**config.mk**
```make
export PLATFORM = sky130hd
export DESIGN_NAME = imu_to_can_speed_yaw_encoder
export DESIGN_NICKNAME = d
export VERILOG_FILES = /design/src/sv/ics_pkg.sv /design/src/sv/ics_queue.sv /design/src/sv/ics_front.sv /design/src/sv/ics_back.sv /design/src/sv/imu_to_can_speed_yaw_encoder.sv
export VERILOG_INCLUDE_DIRS = /design/src /design/src/sv
export SDC_FILE = /design/constraint.sdc
export NUM_CORES = 2
export LEC_CHECK = 0
export ABC_AREA = 1
export ABC_CLOCK_PERIOD_IN_PS = 6500
export BUFFER_PORTS_ARGS = -buffer_cell sky130_fd_sc_hd__buf_4
export CAP_MARGIN = 20
export CORE_MARGIN = 4
export CORE_UTILIZATION = 59
export CTS_BUF_LIST = sky130_fd_sc_hd__clkbuf_4 sky130_fd_sc_hd__clkbuf_8
export DETAILED_ROUTE_END_ITERATION = 12
export PLACE_DENSITY_LB_ADDON = 0.15
export SYNTH_ARGS = -nofsm -noshare
export SYNTH_HDL_FRONTEND = slang
export SYNTH_SLANG_ARGS = --single-unit
export TNS_END_PERCENT = 10
```
**constraint.sdc**
```tcl
create_clock -name clk -period 6.5 [get_ports clk]
set_input_delay 0.65 -clock clk [delete_from_list [all_inputs] [get_ports clk]]
set_output_delay 0.65 -clock clk [all_outputs]
set_load 0.05 [all_outputs]
```
**src/sv/imu_to_can_speed_yaw_encoder_macros.svh**
```systemverilog
// Assertion macros shared by the speed/yaw encoder RTL.
// Only files that carry concurrent checks include this header.
`ifndef IMU_TO_CAN_SPEED_YAW_ENCODER_MACROS_SVH
`define IMU_TO_CAN_SPEED_YAW_ENCODER_MACROS_SVH
`ifndef SYNTH
// same-cycle implication
`define ICS_ASSERT_IMP(lbl, clk, rst_n, ante, cons, msg) \
	lbl: assert property (@(posedge clk) disable iff (!rst_n) (ante) |-> (cons)) \
		else $error(msg);
// next-cycle implication
`define ICS_ASSERT_NXT(lbl, clk, rst_n, ante, cons, msg) \
	lbl: assert property (@(posedge clk) disable iff (!rst_n) (ante) |=> (cons)) \
		else $error(msg);
`else
`define ICS_ASSERT_IMP(lbl, clk, rst_n, ante, cons, msg)
`define ICS_ASSERT_NXT(lbl, clk, rst_n, ante, cons, msg)
`endif
`endif

```
**src/sv/ics_pkg.sv**
```systemverilog
// Shared widths, constants and types of the speed/yaw CAN frame encoder.
// No dependencies; used by every module of the block.
package ics_pkg;

	localparam int VEL_W      = 18;
	localparam int HEAD_W     = 20;
	localparam int DIFF_W     = HEAD_W + 1;
	localparam int MAG_W      = 20;
	localparam int ID_W       = 11;
	localparam int RATE_W     = 10;
	localparam int CFG_IDX_W  = 1;
	localparam int CFG_DATA_W = 11;

	localparam int IN_TDATA_W  = 56;
	localparam int OUT_TDATA_W = 80;
	localparam int PAYLOAD_W   = 32;
	localparam int SPEED_W     = 16;
	localparam int YAW_W       = 15;

	// shared multiplier
	localparam int MUL_W  = 24;
	localparam int PROD_W = 2 * MUL_W;

	// speed path: S = ve^2 + vn^2, radicand = S * 1296
	localparam int SQ_W    = 35;
	localparam int SUMSQ_W = 36;
	localparam int RAD_W   = 46;
	localparam int ROOT_W  = RAD_W / 2;
	localparam int REM_W   = ROOT_W + 2;

	// x/100 = (x * ceil(2^30/100)) >> 30, exact for x < 2^23
	localparam logic [MUL_W-1:0] RECIP_100 = 24'd10737419;
	localparam int               SHIFT_100 = 30;
	// x/10 = (x * ceil(2^22/10)) >> 22, exact for x < 2^19
	localparam logic [MUL_W-1:0] RECIP_10  = 24'd419431;
	localparam int               SHIFT_10  = 22;
	localparam int               YAW_P_W   = MAG_W + RATE_W;
	localparam int               YAW_Q_W   = 19;
	// |d| * rate at or above this gives yaw > 32767
	localparam logic [YAW_P_W-1:0] YAW_SAT_LIM = 30'd327680;

	localparam logic [SPEED_W-1:0] SPEED_MAX = '1;
	localparam logic [YAW_W-1:0]   YAW_MAX   = '1;

	localparam logic signed [DIFF_W-1:0] HALF_TURN     = 21'sd180000;
	localparam logic signed [DIFF_W-1:0] NEG_HALF_TURN = -21'sd180000;
	localparam logic signed [DIFF_W-1:0] FULL_TURN     = 21'sd360000;

	localparam logic [CFG_IDX_W-1:0] REG_FRAME_ID    = 1'd0;
	localparam logic [CFG_IDX_W-1:0] REG_SAMPLE_RATE = 1'd1;
	localparam logic [ID_W-1:0]      FRAME_ID_RST    = 11'h4F8;
	localparam logic [RATE_W-1:0]    RATE_RST        = 10'd100;

	localparam int QUEUE_DEPTH = 2;

	typedef struct packed {
		logic [VEL_W-1:0]         ve_mag;
		logic [VEL_W-1:0]         vn_mag;
		logic signed [DIFF_W-1:0] dhead;
	} ics_job_t;

	typedef struct packed {
		logic [PAYLOAD_W-1:0] payload_low;
		logic [ID_W-1:0]      message_id;
	} ics_frame_t;

endpackage

```
**src/sv/ics_queue.sv**
```systemverilog
// Small FIFO of classified samples between front and back.
// Depends on ics_pkg for the item type.
module ics_queue #(
	parameter int DEPTH = ics_pkg::QUEUE_DEPTH
) (
	input  logic             clk,
	input  logic             arst_n,
	input  logic             push_valid,
	output logic             push_ready,
	input  ics_pkg::ics_job_t push_data,
	output logic             pop_valid,
	input  logic             pop_ready,
	output ics_pkg::ics_job_t pop_data
);
	import ics_pkg::*;

	localparam int PTR_W = (DEPTH > 1) ? $clog2(DEPTH) : 1;
	localparam int CNT_W = $clog2(DEPTH + 1);
	localparam logic [PTR_W-1:0] PTR_LAST = PTR_W'(DEPTH - 1);
	localparam logic [CNT_W-1:0] CNT_FULL = CNT_W'(DEPTH);

	ics_job_t         mem_q [DEPTH];
	logic [PTR_W-1:0] wr_ptr_q;
	logic [PTR_W-1:0] rd_ptr_q;
	logic [CNT_W-1:0] cnt_q;
	logic             push;
	logic             pop;

	assign push_ready = (cnt_q != CNT_FULL);
	assign pop_valid  = (cnt_q != '0);
	assign pop_data   = mem_q[rd_ptr_q];
	assign push       = push_valid && push_ready;
	assign pop        = pop_valid && pop_ready;

	always_ff @(posedge clk or negedge arst_n) begin
		if (!arst_n) begin
			wr_ptr_q <= '0;
			rd_ptr_q <= '0;
			cnt_q    <= '0;
		end else begin
			if (push) begin
				wr_ptr_q <= (wr_ptr_q == PTR_LAST) ? '0 : wr_ptr_q + 1'b1;
			end
			if (pop) begin
				rd_ptr_q <= (rd_ptr_q == PTR_LAST) ? '0 : rd_ptr_q + 1'b1;
			end
			if (push && !pop) begin
				cnt_q <= cnt_q + 1'b1;
			end else if (pop && !push) begin
				cnt_q <= cnt_q - 1'b1;
			end
		end
	end

	always_ff @(posedge clk) begin
		if (push) begin
			mem_q[wr_ptr_q] <= push_data;
		end
	end

endmodule

```
**src/sv/ics_front.sv**
```systemverilog
// Input side: takes samples, drops the first one after reset into the heading
// register, forms velocity magnitudes and the raw heading step. Uses ics_pkg.
module ics_front (
	input  logic                          clk,
	input  logic                          arst_n,
	input  logic                          s_tvalid,
	output logic                          s_tready,
	input  logic [ics_pkg::IN_TDATA_W-1:0] s_tdata,
	output logic                          job_valid,
	input  logic                          job_ready,
	output ics_pkg::ics_job_t             job
);
	import ics_pkg::*;

	logic                     have_prev_q;
	logic signed [HEAD_W-1:0] prev_head_q;
	logic signed [VEL_W-1:0]  ve;
	logic signed [VEL_W-1:0]  vn;
	logic signed [HEAD_W-1:0] hd;
	logic                     accept;

	assign ve = s_tdata[VEL_W-1:0];
	assign vn = s_tdata[2*VEL_W-1:VEL_W];
	assign hd = s_tdata[2*VEL_W+HEAD_W-1:2*VEL_W];

	assign s_tready  = job_ready;
	assign accept    = s_tvalid && s_tready;
	// first sample only primes the heading register
	assign job_valid = s_tvalid && have_prev_q;

	always_comb begin
		// -(-2^17) is 2^17, still fits unsigned in VEL_W bits
		job.ve_mag = ve[VEL_W-1] ? (~ve + 1'b1) : ve;
		job.vn_mag = vn[VEL_W-1] ? (~vn + 1'b1) : vn;
		job.dhead  = DIFF_W'(hd) - DIFF_W'(prev_head_q);
	end

	always_ff @(posedge clk or negedge arst_n) begin
		if (!arst_n) begin
			have_prev_q <= 1'b0;
			prev_head_q <= '0;
		end else if (accept) begin
			have_prev_q <= 1'b1;
			prev_head_q <= hd;
		end
	end

endmodule

```
**src/sv/ics_back.sv**
```systemverilog
// Execution side: sequencer around one shared multiplier and a bit-serial
// square root, plus the output register. Uses ics_pkg and the assertion macros.
`include "imu_to_can_speed_yaw_encoder_macros.svh"

module ics_back (
	input  logic                      clk,
	input  logic                      arst_n,
	input  logic                      job_valid,
	output logic                      job_ready,
	input  ics_pkg::ics_job_t         job,
	input  logic [ics_pkg::ID_W-1:0]   frame_id,
	input  logic [ics_pkg::RATE_W-1:0] sample_rate_hz,
	output logic                      out_valid,
	input  logic                      out_ready,
	output ics_pkg::ics_frame_t       out_frame
);
	import ics_pkg::*;

	localparam logic [3:0] ST_IDLE  = 4'd0;
	localparam logic [3:0] ST_SQE   = 4'd1;
	localparam logic [3:0] ST_SQN   = 4'd2;
	localparam logic [3:0] ST_SCALE = 4'd3;
	localparam logic [3:0] ST_YAW1  = 4'd4;
	localparam logic [3:0] ST_YAW2  = 4'd5;
	localparam logic [3:0] ST_YAW3  = 4'd6;
	localparam logic [3:0] ST_ROOT  = 4'd7;
	localparam logic [3:0] ST_DIV   = 4'd8;
	localparam logic [3:0] ST_FIN   = 4'd9;

	localparam int              ITER_W    = $clog2(ROOT_W);
	localparam logic [ITER_W-1:0] ITER_LAST = ITER_W'(ROOT_W - 1);

	logic [3:0]               state_q;
	logic [ITER_W-1:0]        iter_q;
	logic                     out_valid_q;
	ics_frame_t               out_frame_q;

	logic [VEL_W-1:0]         ve_q;
	logic [VEL_W-1:0]         vn_q;
	logic signed [DIFF_W-1:0] d_q;
	logic [MAG_W-1:0]         mag_q;
	logic                     sign_q;
	logic [SQ_W-1:0]          sum_q;
	logic [PROD_W-1:0]        prod_q;
	logic [RAD_W-1:0]         rad_q;
	logic [REM_W-1:0]         rem_q;
	logic [ROOT_W-1:0]        root_q;
	logic                     ysat_q;
	logic [YAW_W-1:0]         yaw_q;

	logic [MUL_W-1:0]         mul_a;
	logic [MUL_W-1:0]         mul_b;
	logic [PROD_W-1:0]        mul_p;
	logic [SUMSQ_W-1:0]       sum_sq;
	logic [RAD_W-1:0]         sum_ext;
	logic [RAD_W-1:0]         rad_scaled;
	logic signed [DIFF_W-1:0] d_neg;
	logic [REM_W+1:0]         rem_sh;
	logic [REM_W+1:0]         trial;
	logic                     root_bit;
	logic [REM_W+1:0]         rem_sub;
	logic [ROOT_W:0]          root_x2;
	logic [YAW_P_W-1:0]       yaw_p;
	logic [SPEED_W-1:0]       speed;
	logic                     fin_go;

	// one multiplier, operands chosen by the sequencer step
	always_comb begin
		mul_a = '0;
		mul_b = '0;
		case (state_q)
			ST_SQE: begin
				mul_a = MUL_W'(ve_q);
				mul_b = MUL_W'(ve_q);
			end
			ST_SQN: begin
				mul_a = MUL_W'(vn_q);
				mul_b = MUL_W'(vn_q);
			end
			ST_YAW1: begin
				mul_a = MUL_W'(mag_q);
				mul_b = MUL_W'(sample_rate_hz);
			end
			ST_YAW2: begin
				mul_a = MUL_W'(prod_q[YAW_Q_W-1:0]);
				mul_b = RECIP_10;
			end
			ST_DIV: begin
				mul_a = MUL_W'(root_q);
				mul_b = RECIP_100;
			end
			default: begin
				mul_a = '0;
				mul_b = '0;
			end
		endcase
	end

	assign mul_p = mul_a * mul_b;

	// 1296 = 1024 + 256 + 16
	assign sum_sq     = SUMSQ_W'(sum_q) + SUMSQ_W'(prod_q[SQ_W-1:0]);
	assign sum_ext    = RAD_W'(sum_sq);
	assign rad_scaled = (sum_ext << 10) + (sum_ext << 8) + (sum_ext << 4);
	assign d_neg      = -d_q;

	// one root digit per cycle
	assign rem_sh   = {rem_q, rad_q[RAD_W-1 -: 2]};
	assign trial    = {2'b00, root_q, 2'b01};
	assign root_bit = (rem_sh >= trial);
	assign rem_sub  = rem_sh - trial;
	assign root_x2  = {root_q, 1'b0};

	assign yaw_p = prod_q[YAW_P_W-1:0];
	assign speed = (|prod_q[PROD_W-1:SHIFT_100+SPEED_W]) ? SPEED_MAX
		: prod_q[SHIFT_100 +: SPEED_W];

	assign job_ready = (state_q == ST_IDLE);
	assign fin_go    = (state_q == ST_FIN) && (!out_valid_q || out_ready);
	assign out_valid = out_valid_q;
	assign out_frame = out_frame_q;

	always_ff @(posedge clk or negedge arst_n) begin
		if (!arst_n) begin
			state_q     <= ST_IDLE;
			iter_q      <= '0;
			out_valid_q <= 1'b0;
		end else begin
			if (fin_go) begin
				out_valid_q <= 1'b1;
			end else if (out_valid_q && out_ready) begin
				out_valid_q <= 1'b0;
			end
			case (state_q)
				ST_IDLE: begin
					if (job_valid) begin
						state_q <= ST_SQE;
					end
				end
				ST_SQE:   state_q <= ST_SQN;
				ST_SQN:   state_q <= ST_SCALE;
				ST_SCALE: state_q <= ST_YAW1;
				ST_YAW1:  state_q <= ST_YAW2;
				ST_YAW2:  state_q <= ST_YAW3;
				ST_YAW3: begin
					state_q <= ST_ROOT;
					iter_q  <= '0;
				end
				ST_ROOT: begin
					if (iter_q == ITER_LAST) begin
						state_q <= ST_DIV;
					end else begin
						iter_q <= iter_q + 1'b1;
					end
				end
				ST_DIV: state_q <= ST_FIN;
				ST_FIN: begin
					if (fin_go) begin
						state_q <= ST_IDLE;
					end
				end
				default: state_q <= ST_IDLE;
			endcase
		end
	end

	always_ff @(posedge clk) begin
		case (state_q)
			ST_IDLE: begin
				if (job_valid) begin
					ve_q <= job.ve_mag;
					vn_q <= job.vn_mag;
					d_q  <= job.dhead;
				end
			end
			ST_SQE: begin
				prod_q <= mul_p;
				if (d_q < NEG_HALF_TURN) begin
					d_q <= d_q + FULL_TURN;
				end
			end
			ST_SQN: begin
				prod_q <= mul_p;
				sum_q  <= prod_q[SQ_W-1:0];
				if (d_q > HALF_TURN) begin
					d_q <= d_q - FULL_TURN;
				end
			end
			ST_SCALE: begin
				rad_q  <= rad_scaled;
				sign_q <= ~d_q[DIFF_W-1];
				mag_q  <= d_q[DIFF_W-1] ? d_neg[MAG_W-1:0] : d_q[MAG_W-1:0];
			end
			ST_YAW1: prod_q <= mul_p;
			ST_YAW2: begin
				ysat_q <= (yaw_p >= YAW_SAT_LIM);
				prod_q <= mul_p;
			end
			ST_YAW3: begin
				yaw_q  <= ysat_q ? YAW_MAX : prod_q[SHIFT_10 +: YAW_W];
				rem_q  <= '0;
				root_q <= '0;
			end
			ST_ROOT: begin
				rad_q  <= rad_q << 2;
				rem_q  <= root_bit ? rem_sub[REM_W-1:0] : rem_sh[REM_W-1:0];
				root_q <= {root_q[ROOT_W-2:0], root_bit};
			end
			ST_DIV: prod_q <= mul_p;
			ST_FIN: begin
				if (fin_go) begin
					out_frame_q.message_id  <= frame_id;
					out_frame_q.payload_low <= {sign_q, yaw_q, speed};
				end
			end
			default: begin
			end
		endcase
	end

	`ICS_ASSERT_NXT(a_root_stay, clk, arst_n, state_q == ST_ROOT && iter_q != ITER_LAST, state_q == ST_ROOT, "root sequence left early")
	`ICS_ASSERT_NXT(a_root_done, clk, arst_n, state_q == ST_ROOT && iter_q == ITER_LAST, state_q == ST_DIV, "root sequence overran")
	`ICS_ASSERT_IMP(a_rem_bound, clk, arst_n, state_q == ST_ROOT, rem_q <= root_x2, "root remainder above twice the partial root")
	`ICS_ASSERT_IMP(a_yaw_range, clk, arst_n, state_q == ST_YAW3 && !ysat_q, prod_q[PROD_W-1:SHIFT_10+YAW_W] == '0, "unsaturated yaw exceeds 15 bits")

endmodule

```
**src/sv/imu_to_can_speed_yaw_encoder.sv**
```systemverilog
// Top level of the navigation-sample to CAN speed/yaw frame encoder:
// config registers, front, queue and back. Uses ics_pkg, ics_front, ics_queue, ics_back.
//
// channel   dir   fields
// s_*       in    tdata: vel_east[17:0] vel_north[35:18] heading_mdeg[55:36]
// m_*       out   tdata: message_id[10:0] payload_low[42:11] payload_high[74:43]
// cfg_*     in    index 0 frame_id, index 1 sample_rate_hz
//
// The back end takes one frame at a time: the accept step, six setup steps
// (squares, scaling, yaw multiply and divide), one step per root digit, the
// divide by 100 and the output step.
// The first sample after reset is accepted but gives no frame.
// The input queue holds QUEUE_DEPTH samples, so input is still taken, until the queue
// is full, while a finished frame waits on m_tready. Reset is asynchronous, active low.
module imu_to_can_speed_yaw_encoder #(
	parameter int QUEUE_DEPTH = ics_pkg::QUEUE_DEPTH
) (
	input  logic                           clk,
	input  logic                           arst_n,
	input  logic                           s_tvalid,
	output logic                           s_tready,
	// vel_east, vel_north, heading_mdeg
	input  logic [ics_pkg::IN_TDATA_W-1:0]  s_tdata,
	output logic                           m_tvalid,
	input  logic                           m_tready,
	// message_id, payload_low, payload_high, zero fill
	output logic [ics_pkg::OUT_TDATA_W-1:0] m_tdata,
	input  logic                           cfg_valid,
	output logic                           cfg_ready,
	input  logic [ics_pkg::CFG_IDX_W-1:0]   cfg_index,
	input  logic [ics_pkg::CFG_DATA_W-1:0]  cfg_data
);
	import ics_pkg::*;

	logic [ID_W-1:0]   frame_id_q;
	logic [RATE_W-1:0] sample_rate_q;
	logic              push_valid;
	logic              push_ready;
	ics_job_t          push_job;
	logic              pop_valid;
	logic              pop_ready;
	ics_job_t          pop_job;
	ics_frame_t        frame;

	assign cfg_ready = 1'b1;

	always_ff @(posedge clk or negedge arst_n) begin
		if (!arst_n) begin
			frame_id_q    <= FRAME_ID_RST;
			sample_rate_q <= RATE_RST;
		end else if (cfg_valid && cfg_ready) begin
			case (cfg_index)
				REG_FRAME_ID:    frame_id_q    <= cfg_data[ID_W-1:0];
				REG_SAMPLE_RATE: sample_rate_q <= cfg_data[RATE_W-1:0];
				default: begin
				end
			endcase
		end
	end

	ics_front u_front (
		.clk       (clk),
		.arst_n    (arst_n),
		.s_tvalid  (s_tvalid),
		.s_tready  (s_tready),
		.s_tdata   (s_tdata),
		.job_valid (push_valid),
		.job_ready (push_ready),
		.job       (push_job)
	);

	ics_queue #(
		.DEPTH (QUEUE_DEPTH)
	) u_queue (
		.clk        (clk),
		.arst_n     (arst_n),
		.push_valid (push_valid),
		.push_ready (push_ready),
		.push_data  (push_job),
		.pop_valid  (pop_valid),
		.pop_ready  (pop_ready),
		.pop_data   (pop_job)
	);

	ics_back u_back (
		.clk            (clk),
		.arst_n         (arst_n),
		.job_valid      (pop_valid),
		.job_ready      (pop_ready),
		.job            (pop_job),
		.frame_id       (frame_id_q),
		.sample_rate_hz (sample_rate_q),
		.out_valid      (m_tvalid),
		.out_ready      (m_tready),
		.out_frame      (frame)
	);

	// bytes 4..7 of the frame are always zero
	assign m_tdata = {5'b0, {PAYLOAD_W{1'b0}}, frame.payload_low, frame.message_id};

endmodule
```
== Yosys cells after proc, flatten, opt, wreduce, memory -nomap -nowiden ==
Memory sizes are Yosys's and may differ from the RTL's.
Cells that the tools add are included.
Word-level totals
  register bits: 370
  memory bits (writable): 114
  bits of input ports: 73
  output and inout port bits: 83
  word-level logic and storage cells: 122
  memories kept: 1
Operators by class
  add/sub/neg operators: 15
  $mul: 1
  $lt $le $gt $ge: 4
  equal/unequal tests: 17
  mux-type cells: 27
  bitwise operators: 4
  reduce and logical (&&, ||, !) cells: 28
Memories
  u_queue.mem_q: words 2, bits a word 57, read ports 1, clocked after memory_dff 0, wr ports 1, line ics_queue.sv:22  | ics_job_t mem_q [DEPTH];
Operators with widths (number)
  $pmux 24 s5: 1
  $pmux 23 s5: 1
  $pmux 46 s2: 1
  $mux 21: 3
  $pmux 21 s3: 1
  $pmux 25 s2: 1
  $mul 23x24->47: 1
  $add 46x40->46: 1
  $add 46x44->46: 1
  $pmux 23 s2: 1
  $pmux 4 s10: 1
  $add 18x1->18 const B: 2
  $add 35x35->36: 1
  $mux 18: 2
  $not 18->18: 2
  $ge 30x19->1 const B: 1
  $ge 27x25->1: 1
  $mux 25: 1
  $sub 25x25->25: 1
  $add 21x20->21 const B: 1
  $gt 21x19->1 const B: 1
  $lt 21x19->1 const B: 1
  $sub 20x20->21: 1
  $sub 21x20->21 const B: 1
  30 further kinds: 67

== Longest topological paths before layout ==
  depth after elaboration: 6
  depth in mapped cells: 38

== Cells and area by module ==
A second synthesis with hierarchy kept.
Second synthesis, totals
  cell total of the unflattened synthesis: 5543
  area, all modules: 45976.6 µm²
Modules (own cells, without submodules)
  ics_back: times used 1, cells each 4566, area each 37435.9 µm², seq. area each 9559.2 µm²
  ics_queue: times used 1, cells each 327, area each 4377.9 µm², seq. area each 3523.4 µm²
  ics_front: times used 1, cells each 518, area each 3024.2 µm², seq. area each 525.5 µm²
  imu_to_can_speed_yaw_encoder: times used 1, cells each 132, area each 1138.6 µm², seq. area each 536.8 µm²

== Worst setup path after synthesis ==
No wires, ideal clock.
  kind: register to register
  start: register u_back.state_q[2]
  end: register u_back.prod_q[46], data pin
  arrival time: 6891 ps
  slack: -644 ps
  cell stages (with the launch flop): 30
  buffers on the path: 2
  period minus slack after synthesis: 7144 ps
  cell sequence: dfrtp_1 -> nor2_2 -> nand2_2 -> inv_2 -> buf_6 -> nand2_1 -> nand3_1 -> clkbuf_1 -> nand2_1 -> fa_1 -> inv_1 -> fa_1 -> inv_1 -> fa_1 -> inv_1 -> fa_1 -> fa_1 -> fa_1 -> inv_1 -> fa_1 -> inv_1 -> ha_1 -> a21oi_1 -> o21ai_0 -> a21oi_1 -> nor2_1 -> o21ai_0 -> nand3_1 -> nand2_1 -> nand2_1
On the way
  cells in the longest elaborated chain, start to end: 3
  elaborated cells on any way between the ends: 8
  those cells by class: mul (1); eq/ne (5); mux (2)
Ends and longest elaborated chain
  start, declared: line ics_back.sv:33  | logic [3:0] state_q;
  start signal, assigned: line ics_back.sv:125  | state_q <= ST_IDLE;
  start signal, assigned: line ics_back.sv:137  | state_q <= ST_SQE;
  start signal, assigned: line ics_back.sv:140  | ST_SQE: state_q <= ST_SQN;
  $eq 4x4->1, or another cell as far along: line ics_back.sv:71  | case (state_q)
  $pmux 23 s5 or $pmux 24 s5 (tied branches): line ics_back.sv:71
  $mul 23x24->47 *: line ics_back.sv:99  | assign mul_p = mul_a * mul_b;
  named net u_back.mul_p[46]: line ics_back.sv:53  | logic [PROD_W-1:0] mul_p;
  end signal, assigned: line ics_back.sv:177  | prod_q <= mul_p;
  end signal, assigned: line ics_back.sv:183  | prod_q <= mul_p;
  end signal, assigned: line ics_back.sv:194  | ST_YAW1: prod_q <= mul_p;
  end, declared: line ics_back.sv:44  | logic [PROD_W-1:0] prod_q;
Mark *: on every way through the listed nets, which the timed path passes. The rest lies on a longest branch.
A chain may end at the register's enable or synchronous reset.

== Worst setup path after layout ==
  start: register u_back.state_q[2]
  end: register u_back.prod_q[36], data pin
The elaborated chain is that of the path after synthesis.

==> flow_summary.json <==
{
  "drt_iter0_drc": 2651,
  "numCtsBuffers": 82,
  "hpwl_um": 106000,
  "nNetsFinal": 6772,
  "cp_max_fo": 8,
  "firstDrtPassIters": 6,
  "cp-start-kind": "flip-flop",
  "worstSetupPathType": "flip-flop to flip-flop",
  "synth_seq_area_share": 0.314,
  "dp_cells": 6782,
  "slowest_stage": "fa_1",
  "core_um2": 74900,
  "hold_viol": 0,
  "grt_pass1_wl_um": 201000,
  "gp_congestion": 0.989,
  "fillers": 6095,
  "syn2layout_area_growth_pct": 18.4,
  "grt_util_met2": 0.528,
  "final-max-slew-violation-count": 0,
  "synthCells": 5322,
  "cts_buffer_depth": 3,
  "drc": 0,
  "use_met3": 0.0668,
  "clock_latency_ns": 0.72,
  "yosysUniqueCellTypes": 59,
  "pin_count": 156,
  "required_ns": 6.98,
  "setup_ws_ns": -0.607,
  "ff_latch_area_um2": 14100,
  "yosysWarnings": 0,
  "clock-sinks": 479,
  "grt_pass1_vias": 37319,
  "fmax_mhz": 141,
  "grt_antenna_before_repair": 3,
  "slowest_delay_ns": 0.56,
  "ys.flop_type": "edfxtp_1",
  "wl_per_cell_um": 18.3,
  "worstMarginPinSlew_ns": 1.00,
  "period_needed_ns": 7.11,
  "drive_gt1_frac": 0.174,
  "maxCapViolations": 0,
  "utilization": 0.710,
  "end_kind": "flip-flop",
  "synth_seq_cells": 479,
  "multi_input_area_um2": 27500,
  "place_area_um2": 50500,
  "synth.most_common_cell": "nand2_1",
  "num_rows": 100,
  "grt_setup_unrepaired": "true",
  "holdCritPathClass": "input pin to flip-flop",
  "preCtsSetupSlack_ns": -0.812,
  "fin_area_um2": 53200,
  "htreeDepth": 3,
  "postRouteWirelength_um": 128000,
  "yosysTopAreaCell": "edfxtp_1",
  "final-setup-viol-count": 38,
  "grt_max_degree": 60,
  "grt_util_all_layers": 0.317,
  "clock_skew_ns": 0.0482,
  "syn_avg_cell_area_um2": 8.44,
  "initial_utilization": 0.600,
  "synth_top_area_share": 0.283,
  "cts_tree": "built",
  "grt_util_met1": 0.415,
  "ys_top_cells_by_count": "nand2_1 (1284), inv_1 (1002), nor2_1 (591)",
  "violations": "negative setup slack",
  "post_layout_nonfiller_instances": 6975,
  "synthTopCellsByArea": "edfxtp_1 (28%), fa_1 (19%), nand2_1 (11%)",
  "synth-edff-count": 423,
  "cts_root_buffer": "clkbuf_8",
  "ys_async_sr_fraction": 0.117,
  "die_h_um": 284,
  "maxSlewHeadroom": 0.331,
  "timing.final.crit_share": 1.09,
  "dieWidth_um": 284,
  "clkSlewWorstSetupHoldPaths_ns": 0.07,
  "via_count": 36862,
  "postRouteAntennaNets": 0,
  "port_buffers": 117,
  "vias_per_cell": 5.28,
  "synthesis.area_um2": 44900,
  "grt-ovfl-total": 0,
  "outcome": "finished with violations",
  "arrival_ns": 7.58,
  "grt_busiest_layer": "met2",
  "dieArea_um2": 80700
}
[per-stage QoR]
| stage | setup TNS, ns | hold WS [ns] |
|---|---|---|
| 6_report | -18.35 | 0.145 |
| 5_1_grt | -28.16 | 0.0970 |
| 4_1_cts | -17.18 | 0.0709 |
| 3_5_place_dp | -25.65 | 0.405 |
| 3_3_place_gp | -20.89 | 0.400 |
| 2_1_floorplan | -0.405 | 0.354 |
[per-layer routing]
layer / up-vias / wire [µm]
met2: 1233 / 60400
li1: 17885 / -
met1: 17483 / 53300
met3: 259 / 9440
met5: - / 13
met4: 2 / 4680
[kinds of logic (layout without fill, tap and decap cells)]
group	after synthesis	count (layout)	share of synthesized area
adders and majority gates	762	762	0.283
other	2	67	0.000167
and+or+nand+nor	2233	2234	0.203
muxes	2	2	0.000473
buffers and inverters	1165	1783	0.103
AOI/OAI and AO/OA	522	522	0.0654
xor gates and xnor gates	157	157	0.0306
DFF	479	479	0.314
[layout make-up]
type,instances,area share
inverter,1035,0.0741
timing repair inverter,2,0.000282
antenna,1,0.0000470
sequential,479,0.265
clock inverter,45,0.00706
timing repair buffer,594,0.0892
clock buffer,107,0.0250
multi-input combinational,3743,0.516
tap,969,0.0228
[layout by cell type, fill, tap and decap left out, drive strengths merged, types with 109 or more instances in the layout]
cell type,netlist,routed
nand3,177,177
fa,426,426
nor2,605,605
ha,336,336
edfxtp,423,423
o21ai,168,168
nand2,1287,1288
buf,99,593
inv,1032,1033
a21oi,235,235
xor2,109,109
[critical path, delay by kind of cell, from the launching register on]
kind,cells,cell delay [ns]
buf+inv,13,1.12
compound gates,1,0.26
fa+ha+maj,8,3.89
simple gates,12,1.17
flops,1,0.45
[repair_timing]
action / CTS / global route
pin swaps: 53 / 32
hold buffers: 1 / 0
endpoints found under the setup margin: 38 / 39
endpoints found under the hold margin: 31 / 0
resized for setup: 128 / 60
buffers inserted: 27 / 8
cloned: 4 / 0
[path summary, 6_finish.rpt]
| kind | start | endpoint | cells past startpoint | slack, ns |
|---|---|---|---|---|
| worst max-delay path | u_back.state_q[2] | u_back.prod_q[36] | 34 | -0.61 |
| max in group asynchronous | arst_n | u_back.state_q[2] | 2 | 5.39 |
| worst max register to register | u_back.state_q[2] | u_back.prod_q[36] | 34 | -0.61 |
| min in group asynchronous | arst_n | u_front.prev_head_q[11] | 2 | 0.55 |
| worst min-delay path | s_tdata[0] | u_queue.mem_q[0][39] | 1 | 0.14 |
| worst min register to register | u_back.yaw_q[12] | u_back.out_frame[39] | 0 | 0.39 |
[sequential cells by signal, summed over array words and instances, names as in the netlist, 4 cells and up]
register and cells:
u_back.ve_q 18, u_back.sum_q 35, u_back.rad_q 42, u_back.state_q 4
sample_rate_q 10, u_back.root_q 23, u_back.vn_q 18, u_front.prev_head_q 20
u_back.prod_q 47, u_back.iter_q 5, u_back.rem_q 25, u_back.d_q 21
u_queue.mem_q 114, frame_id_q 11, u_back.mag_q 20, u_back.out_frame 43
u_back.yaw_q 15
Power is left out: the tool's default activity adds up to more than one toggle a clock period on the data nets, which glitch-free logic cannot reach.
